File: config.mk
export PLATFORM = sky130hd
export DESIGN_NAME = scan_sector_obstacle_classifier
export DESIGN_NICKNAME = d
export VERILOG_FILES = /design/src/sv/ssoc_pkg.sv /design/src/sv/ssoc_window_acc.sv /design/src/sv/ssoc_classify.sv /design/src/sv/scan_sector_obstacle_classifier.sv
export SDC_FILE = /design/constraint.sdc
export NUM_CORES = 2
export LEC_CHECK = 0
export CAP_MARGIN = 20
export CORE_ASPECT_RATIO = 1.4
export CORE_MARGIN = 5
export CORE_UTILIZATION = 46
export DETAILED_ROUTE_END_ITERATION = 10
export DONT_BUFFER_PORTS = 1
export PLACE_DENSITY = 0.62
export SYNTH_ARGS = -nofsm -noshare
export SYNTH_HDL_FRONTEND = slang
export SYNTH_SLANG_ARGS = --single-unit
File: constraint.sdc
create_clock -name clk_i -period 10.6 [get_ports clk_i]
set_input_delay 2.12 -clock clk_i [delete_from_list [all_inputs] [get_ports clk_i]]
set_output_delay 2.12 -clock clk_i [all_outputs]
set_load 0.02 [all_outputs]
File: src/sv/ssoc_pkg.sv
// ----------------------------------------------------------------------------
// Scan sector obstacle classifier - shared definitions
// Register map, level codes and the control group between the top level and
// the window accumulators.
// ----------------------------------------------------------------------------
package ssoc_pkg;

  localparam int unsigned CFG_IDX_W  = 3;
  localparam int unsigned CFG_DATA_W = 16;
  localparam int unsigned WIN_IDX_W  = 10;
  localparam int unsigned THR_W      = 16;
  localparam int unsigned LEVEL_W    = 2;

  typedef logic [CFG_IDX_W-1:0]  cfg_idx_t;
  typedef logic [CFG_DATA_W-1:0] cfg_data_t;
  typedef logic [WIN_IDX_W-1:0]  win_idx_t;
  typedef logic [THR_W-1:0]      thr_t;
  typedef logic [LEVEL_W-1:0]    level_t;

  localparam cfg_idx_t REG_LEFT_FIRST  = 3'd0;
  localparam cfg_idx_t REG_LEFT_LAST   = 3'd1;
  localparam cfg_idx_t REG_RIGHT_FIRST = 3'd2;
  localparam cfg_idx_t REG_RIGHT_LAST  = 3'd3;
  localparam cfg_idx_t REG_RANGE_LOW   = 3'd4;
  localparam cfg_idx_t REG_RANGE_HIGH  = 3'd5;
  localparam cfg_idx_t REG_WARN_THR    = 3'd6;
  localparam cfg_idx_t REG_DANGER_THR  = 3'd7;

  localparam level_t LVL_SAFE    = 2'd0;
  localparam level_t LVL_WARNING = 2'd1;
  localparam level_t LVL_DANGER  = 2'd2;

  localparam cfg_data_t RANGE_LOW_RST  = 16'd0;
  localparam cfg_data_t RANGE_HIGH_RST = 16'hFFFF;
  localparam thr_t      WARN_THR_RST   = 16'd737;
  localparam thr_t      DANGER_THR_RST = 16'd655;

  typedef struct packed {
    logic advance;
    logic hit;
    logic scan_end;
  } acc_ctrl_t;

endpackage

File: src/sv/ssoc_window_acc.sv
// ----------------------------------------------------------------------------
// Window accumulator
// Saturating sum and count of the valid samples of one window, cleared after
// the last sample of each scan. Presents the totals including the current
// sample.
// ----------------------------------------------------------------------------
module ssoc_window_acc
  import ssoc_pkg::*;
#(
  parameter int unsigned RANGE_W = 16,
  parameter int unsigned SUM_W   = 26,
  parameter int unsigned CNT_W   = 11
) (
  input  logic               clk_i,
  input  logic               rst_ni,
  input  acc_ctrl_t          ctrl_i,
  input  logic [RANGE_W-1:0] range_i,
  output logic [SUM_W-1:0]   sum_o,
  output logic [CNT_W-1:0]   count_o
);

  logic [SUM_W-1:0] sum_q, sum_d;
  logic [CNT_W-1:0] count_q, count_d;
  logic [SUM_W:0]   sum_add;
  logic [SUM_W-1:0] sum_new;
  logic [CNT_W-1:0] count_new;

  assign sum_add   = {1'b0, sum_q} + {{(SUM_W + 1 - RANGE_W){1'b0}}, range_i};
  assign sum_new   = sum_add[SUM_W] ? {SUM_W{1'b1}} : sum_add[SUM_W-1:0];
  assign count_new = (&count_q) ? count_q : count_q + {{(CNT_W-1){1'b0}}, 1'b1};

  assign sum_o   = ctrl_i.hit ? sum_new : sum_q;
  assign count_o = ctrl_i.hit ? count_new : count_q;

  always_comb begin
    sum_d   = sum_q;
    count_d = count_q;
    if (ctrl_i.advance) begin
      if (ctrl_i.scan_end) begin
        sum_d   = '0;
        count_d = '0;
      end else begin
        sum_d   = sum_o;
        count_d = count_o;
      end
    end
  end

  always_ff @(posedge clk_i or negedge rst_ni) begin
    if (!rst_ni) begin
      sum_q   <= '0;
      count_q <= '0;
    end else begin
      sum_q   <= sum_d;
      count_q <= count_d;
    end
  end

endmodule

File: src/sv/ssoc_classify.sv
// ----------------------------------------------------------------------------
// Window classifier
// Grades one window's average against the danger and warning thresholds by
// comparing the sum with threshold times count.
// ----------------------------------------------------------------------------
module ssoc_classify
  import ssoc_pkg::*;
#(
  parameter int unsigned SUM_W = 26,
  parameter int unsigned CNT_W = 11
) (
  input  logic [SUM_W-1:0] sum_i,
  input  logic [CNT_W-1:0] count_i,
  input  thr_t             warn_thr_i,
  input  thr_t             danger_thr_i,
  output level_t           level_o
);

  localparam int unsigned PROD_W = THR_W + CNT_W;
  localparam int unsigned CMP_W  = (SUM_W > PROD_W) ? SUM_W : PROD_W;

  logic [PROD_W-1:0] warn_prod, danger_prod;
  logic [CMP_W-1:0]  sum_ext, warn_ext, danger_ext;

  assign warn_prod   = {{CNT_W{1'b0}}, warn_thr_i} * {{THR_W{1'b0}}, count_i};
  assign danger_prod = {{CNT_W{1'b0}}, danger_thr_i} * {{THR_W{1'b0}}, count_i};

  assign sum_ext    = {{(CMP_W - SUM_W){1'b0}}, sum_i};
  assign warn_ext   = {{(CMP_W - PROD_W){1'b0}}, warn_prod};
  assign danger_ext = {{(CMP_W - PROD_W){1'b0}}, danger_prod};

  always_comb begin
    if (sum_ext < danger_ext) begin
      level_o = LVL_DANGER;
    end else if (sum_ext < warn_ext) begin
      level_o = LVL_WARNING;
    end else begin
      level_o = LVL_SAFE;
    end
  end

endmodule

File: src/sv/scan_sector_obstacle_classifier.sv
// Path: a scan end passes the input, snapshot and result registers in turn.
// Throughput: one sample per cycle; the input register, the snapshot register
// and the result register each hold one item, so a stalled result only blocks
// input once a further scan end reaches the full snapshot stage.
// Reset: configuration returns to its default values, sums, counts and the
// held level clear to zero (safe), and all pipeline stages empty.
// ----------------------------------------------------------------------------
// Scan sector obstacle classifier - top level
// Accumulates two index windows of a range scan and grades them into one
// obstacle level per scan.
// ----------------------------------------------------------------------------
module scan_sector_obstacle_classifier
  import ssoc_pkg::*;
#(
  parameter int unsigned MAX_SAMPLES = 1024,
  parameter int unsigned RANGE_BITS  = 16,
  localparam int unsigned IDX_W      = $clog2(MAX_SAMPLES),
  localparam int unsigned CNT_W      = IDX_W + 1
) (
  input  logic                  clk_i,
  input  logic                  rst_ni,

  input  logic                  in_valid_i,
  output logic                  in_stall_o,
  input  logic [IDX_W-1:0]      sample_index_i,
  input  logic [RANGE_BITS-1:0] range_sample_i,
  input  logic                  scan_end_i,

  output logic                  out_valid_o,
  input  logic                  out_stall_i,
  output level_t                obstacle_level_o,
  output logic [CNT_W-1:0]      left_valid_count_o,
  output logic [CNT_W-1:0]      right_valid_count_o,

  input  logic                  cfg_valid_i,
  output logic                  cfg_ready_o,
  input  cfg_idx_t              cfg_index_i,
  input  cfg_data_t             cfg_data_i
);

  localparam int unsigned SUM_W  = RANGE_BITS + IDX_W;
  localparam int unsigned IDXC_W = (IDX_W > WIN_IDX_W) ? IDX_W : WIN_IDX_W;
  localparam int unsigned RNGC_W = (RANGE_BITS > CFG_DATA_W) ? RANGE_BITS : CFG_DATA_W;

  // configuration
  win_idx_t  left_first_q, left_last_q, right_first_q, right_last_q;
  cfg_data_t range_low_q, range_high_q;
  thr_t      warn_thr_q, danger_thr_q;

  assign cfg_ready_o = 1'b1;

  always_ff @(posedge clk_i or negedge rst_ni) begin
    if (!rst_ni) begin
      left_first_q  <= '0;
      left_last_q   <= '0;
      right_first_q <= '0;
      right_last_q  <= '0;
      range_low_q   <= RANGE_LOW_RST;
      range_high_q  <= RANGE_HIGH_RST;
      warn_thr_q    <= WARN_THR_RST;
      danger_thr_q  <= DANGER_THR_RST;
    end else if (cfg_valid_i && cfg_ready_o) begin
      unique case (cfg_index_i)
        REG_LEFT_FIRST:  left_first_q  <= cfg_data_i[WIN_IDX_W-1:0];
        REG_LEFT_LAST:   left_last_q   <= cfg_data_i[WIN_IDX_W-1:0];
        REG_RIGHT_FIRST: right_first_q <= cfg_data_i[WIN_IDX_W-1:0];
        REG_RIGHT_LAST:  right_last_q  <= cfg_data_i[WIN_IDX_W-1:0];
        REG_RANGE_LOW:   range_low_q   <= cfg_data_i;
        REG_RANGE_HIGH:  range_high_q  <= cfg_data_i;
        REG_WARN_THR:    warn_thr_q    <= cfg_data_i;
        REG_DANGER_THR:  danger_thr_q  <= cfg_data_i;
        default: ;
      endcase
    end
  end

  // pipeline control
  logic in_valid_q, in_last_q;
  logic snap_valid_q, out_valid_q;
  logic out_ready, snap_ready, in_ready, s1_adv, snap_load, out_load;

  assign out_ready  = !out_valid_q || !out_stall_i;
  assign snap_ready = !snap_valid_q || out_ready;
  assign s1_adv     = in_valid_q && (!in_last_q || snap_ready);
  assign in_ready   = !in_valid_q || s1_adv;
  assign snap_load  = s1_adv && in_last_q;
  assign out_load   = snap_valid_q && out_ready;
  assign in_stall_o = !in_ready;

  always_ff @(posedge clk_i or negedge rst_ni) begin
    if (!rst_ni) begin
      in_valid_q   <= 1'b0;
      snap_valid_q <= 1'b0;
      out_valid_q  <= 1'b0;
    end else begin
      if (in_ready) begin
        in_valid_q <= in_valid_i;
      end
      if (snap_ready) begin
        snap_valid_q <= snap_load;
      end
      if (out_ready) begin
        out_valid_q <= snap_valid_q;
      end
    end
  end

  // input register
  logic [IDX_W-1:0]      in_idx_q;
  logic [RANGE_BITS-1:0] in_range_q;

  always_ff @(posedge clk_i) begin
    if (in_valid_i && in_ready) begin
      in_idx_q   <= sample_index_i;
      in_range_q <= range_sample_i;
      in_last_q  <= scan_end_i;
    end
  end

  // window match
  logic [IDXC_W-1:0] idx_ext;
  logic [RNGC_W-1:0] rng_ext;
  logic              range_ok, left_hit, right_hit;

  assign idx_ext  = {{(IDXC_W - IDX_W){1'b0}}, in_idx_q};
  assign rng_ext  = {{(RNGC_W - RANGE_BITS){1'b0}}, in_range_q};
  assign range_ok = (rng_ext >= {{(RNGC_W - CFG_DATA_W){1'b0}}, range_low_q})
                 && (rng_ext <= {{(RNGC_W - CFG_DATA_W){1'b0}}, range_high_q});
  assign left_hit = range_ok
                 && (idx_ext >= {{(IDXC_W - WIN_IDX_W){1'b0}}, left_first_q})
                 && (idx_ext <= {{(IDXC_W - WIN_IDX_W){1'b0}}, left_last_q});
  assign right_hit = range_ok
                  && (idx_ext >= {{(IDXC_W - WIN_IDX_W){1'b0}}, right_first_q})
                  && (idx_ext <= {{(IDXC_W - WIN_IDX_W){1'b0}}, right_last_q});

  acc_ctrl_t left_ctrl, right_ctrl;

  assign left_ctrl  = '{advance: s1_adv, hit: left_hit, scan_end: in_last_q};
  assign right_ctrl = '{advance: s1_adv, hit: right_hit, scan_end: in_last_q};

  logic [SUM_W-1:0] left_sum, right_sum;
  logic [CNT_W-1:0] left_cnt, right_cnt;

  ssoc_window_acc #(
    .RANGE_W (RANGE_BITS),
    .SUM_W   (SUM_W),
    .CNT_W   (CNT_W)
  ) u_left_acc (
    .clk_i   (clk_i),
    .rst_ni  (rst_ni),
    .ctrl_i  (left_ctrl),
    .range_i (in_range_q),
    .sum_o   (left_sum),
    .count_o (left_cnt)
  );

  ssoc_window_acc #(
    .RANGE_W (RANGE_BITS),
    .SUM_W   (SUM_W),
    .CNT_W   (CNT_W)
  ) u_right_acc (
    .clk_i   (clk_i),
    .rst_ni  (rst_ni),
    .ctrl_i  (right_ctrl),
    .range_i (in_range_q),
    .sum_o   (right_sum),
    .count_o (right_cnt)
  );

  // scan snapshot
  logic [SUM_W-1:0] snap_lsum_q, snap_rsum_q;
  logic [CNT_W-1:0] snap_lcnt_q, snap_rcnt_q;

  always_ff @(posedge clk_i) begin
    if (snap_load) begin
      snap_lsum_q <= left_sum;
      snap_rsum_q <= right_sum;
      snap_lcnt_q <= left_cnt;
      snap_rcnt_q <= right_cnt;
    end
  end

  // grading
  level_t left_lvl, right_lvl, lvl_left_upd, lvl_next, level_q;

  ssoc_classify #(
    .SUM_W (SUM_W),
    .CNT_W (CNT_W)
  ) u_left_cls (
    .sum_i        (snap_lsum_q),
    .count_i      (snap_lcnt_q),
    .warn_thr_i   (warn_thr_q),
    .danger_thr_i (danger_thr_q),
    .level_o      (left_lvl)
  );

  ssoc_classify #(
    .SUM_W (SUM_W),
    .CNT_W (CNT_W)
  ) u_right_cls (
    .sum_i        (snap_rsum_q),
    .count_i      (snap_rcnt_q),
    .warn_thr_i   (warn_thr_q),
    .danger_thr_i (danger_thr_q),
    .level_o      (right_lvl)
  );

  assign lvl_left_upd = (snap_lcnt_q != '0) ? left_lvl : level_q;
  assign lvl_next     = ((snap_rcnt_q != '0) && (right_lvl > lvl_left_upd)) ?
                        right_lvl : lvl_left_upd;

  always_ff @(posedge clk_i or negedge rst_ni) begin
    if (!rst_ni) begin
      level_q <= LVL_SAFE;
    end else if (out_load) begin
      level_q <= lvl_next;
    end
  end

  // result register
  level_t           out_level_q;
  logic [CNT_W-1:0] out_lcnt_q, out_rcnt_q;

  always_ff @(posedge clk_i) begin
    if (out_load) begin
      out_level_q <= lvl_next;
      out_lcnt_q  <= snap_lcnt_q;
      out_rcnt_q  <= snap_rcnt_q;
    end
  end

  assign out_valid_o         = out_valid_q;
  assign obstacle_level_o    = out_level_q;
  assign left_valid_count_o  = out_lcnt_q;
  assign right_valid_count_o = out_rcnt_q;

`ifndef SYNTHESIS
  a_snap_to_out: assert property (@(posedge clk_i) disable iff (!rst_ni)
    out_load |=> out_valid_q)
    else $error("snapshot left without a result");

  a_mid_scan_no_stall: assert property (@(posedge clk_i) disable iff (!rst_ni)
    (in_valid_q && !in_last_q) |-> !in_stall_o)
    else $error("input stalled on a sample that ends no scan");

  a_snap_hold: assert property (@(posedge clk_i) disable iff (!rst_ni)
    (snap_valid_q && !out_ready) |=> (snap_valid_q && $stable(snap_lsum_q)
                                      && $stable(snap_rcnt_q)))
    else $error("snapshot changed while result blocked");

  a_level_code: assert property (@(posedge clk_i) disable iff (!rst_ni)
    out_valid_q |-> (out_level_q == LVL_SAFE || out_level_q == LVL_WARNING
                     || out_level_q == LVL_DANGER))
    else $error("result carries an unused level code");
`endif

endmodule

==> reports/summary.txt <==
GRT overflow: 0
clock buffer depth: 3
total CTS buffers: 30
RD Place Congestion: 0.9138
most common cell after layout, fill and taps aside: inv_1
Hold Crit Class: reg -> reg
# rows: 129
post-CTS setup buffers: 0
post-synth top area share: 0.2473
crit path buf inv count: 4
post-DP HPWL: 89070 um
synthesized area: 40630 um^2
CTS Root Buffer Type: clkbuf_16
FF+latch count, synth: 308
outcome: complete, no violations
initial antenna violation count: 5
CP max-delay cell: edfxtp_1
Worst slew margin: 0.2034
global-route wire length before repair: 179700 um
# setup viols final: 0
Overall Global Routing Usage: 0.2424
max-slew violations: 0
largest net degree at the start of global routing: 184
Max-Cap Viols: 0
Hold Path Depth: 1
Setup Crit Path Kind: reg -> reg
die height: 361.7 um
top cells by area, synth: fa_1 25%, ha_1 14%, dfrtp_1 9.6%
Net Count, Synth: 5382
initial drt markers: 1905
final core utilization: 0.4864
most frequent cells in the layout: 710 x inv_1, 580 x nand2_1, 502 x fa_1, 468 x ha_1, 308 x and2_1
Mapped Avg Cell Area: 9.318 um^2
fmax: 0.1058 GHz
PostCTS Resize Cnt: 0
ys flop type: dfrtp_1
number of synthesized flops with an enable pin: 125
Final Hold Fails: 0
Synth Warn #: 0
CTS tree: built
startpoint types: flip-flop
drt pass-1 iters: 7
Crit. End Element: flip-flop
drt total wl: 113300 um
Reg2Reg Depth: 31
Yosys top cell by area: fa_1
max incr delay on CP: 1.15 ns
layout net count: 5279
drt wl/cell: 20.72 um
Synth cell types: 94
number of port buffers: 0
Ports: 78
Sink Count: 308
CP top delay family: compound AO/OA/AOI/OAI gates
sequential area share after synthesis: 0.2059
final period utilization: 0.8913
Final Skew: 0.01912 ns
layout cell share with drive strength beyond 1: 0.06189
Crit Path Max Fanout: 25
Post-DRT Antenna Nets: 0
via count: 30728
DR vias/cell: 5.621
clk slew on worst S/H paths: 0.08 ns
DRC Markers: 0
fin crit period: 9.447 ns
Mapped Cells: 4361
core area: 87970 um^2
fraction of registers with async set/reset: 0.5942
Worst Path Arrival: 9.92 ns
Area Growth Syn to Fin: 5.305%
Crit path depth: 31
critical path data required time: 11.08 ns
flop2flop setup slack: 1.15 ns
vias in the first global route: 32180
Die Wd: 261.2 um
fill count: 8271
Post-CTS Hold Buffers: 0
final hold slack: 0.5077 ns
slew at the pin closest to its max-slew limit: 1.195 ns
H-tree levels: 1
die area: 94460 um^2
clock insertion delay at the later pin of the skew report: 0.60 ns
Starting Density: 0.4619
RSZ-0062 raised after global routing: false
setup TNS: 0 ns
==> per-layer routing <==
layer  up-vias  share of wire  global-route usage
met5         -              0                   0
met3       259          0.065             0.03885
met2       917           0.51              0.4321
met4         0          0.046             0.09505
met1     15487           0.38              0.2929
li1      14065              -                   -
==> synthesized netlist by cell type, drive strengths merged (58+ instances only) <==
master	instances
edfxtp	125
xor2	58
xnor2	63
nand3	59
ha	468
fa	502
dfrtp	156
inv	711
nor2	127
a21o	72
mux2	81
o21ai	140
a21oi	155
clkbuf	175
and2	311
nand2	580
==> metrics by stage <==
step / cells / setup WS [ns] / cell area (um^2)
final: 5467 / 1.153 / 42790
after global routing: 5461 / 0.5123 / 42770
after CTS: 5460 / 1.178 / 42750
after detailed placement: 5404 / 1.247 / 41710
after global placement: 5403 / 1.455 / 41700
after floorplan: 4361 / 2.611 / 40630
==> state kept, by name, indices dropped and copies added, names as in the netlist, 11 cells and up <==
register / count
snap_rsum_q: 26
u_left_acc.count_q: 11
range_high_q: 16
snap_lcnt_q: 11
range_low_q: 16
snap_rcnt_q: 11
u_right_acc.count_q: 11
warn_thr_q: 16
u_right_acc.sum_q: 26
danger_thr_q: 16
in_range_q: 16
snap_lsum_q: 26
left_valid_count_o: 11
right_valid_count_o: 11
u_left_acc.sum_q: 26
==> final timing paths <==
| kind | from | end |
|---|---|---|
| worst max-delay path | snap_rcnt_q[2] | level_q[1] |
| worst min-delay path | right_last_q[8] | right_last_q[8] |
| worst max register to register | snap_rcnt_q[2] | level_q[1] |
| worst min register to register | right_last_q[8] | right_last_q[8] |
| max in group asynchronous | rst_ni | warn_thr_q[15] |
| min in group asynchronous | rst_ni | u_left_acc.sum_q[11] |
==> kinds of logic after synthesis <==
| kind of cell | after synthesis | share of synthesized area |
|---|---|---|
| AND/OR/NAND/NOR | 1324 | 0.1597 |
| adder cells (fa/ha/maj) | 970 | 0.3914 |
| buffers and inverters | 907 | 0.08729 |
| AO/OA/AOI/OAI | 646 | 0.1064 |
| flip-flops | 308 | 0.2059 |
| XOR/XNOR | 121 | 0.02608 |
| multiplexers | 84 | 0.02319 |
| other | 1 | 0.00009229 |
==> final cells by class <==
cell class | instances | area, um^2 | area share
Antenna cell | 6 | 15.01 | 0.0003509
Clock buffer | 33 | 803.3 | 0.01877
Clock inverter | 23 | 239.0 | 0.005585
Inverter | 711 | 2670 | 0.06240
Multi-Input combinational cell | 3146 | 28750 | 0.6718
Sequential cell | 308 | 8367 | 0.1955
Tap cell | 1179 | 1475 | 0.03447
Timing Repair Buffer | 61 | 475.5 | 0.01111
Power is not shown: default switching activity piles up to over one toggle a cycle in this logic, so the estimate is an artifact.
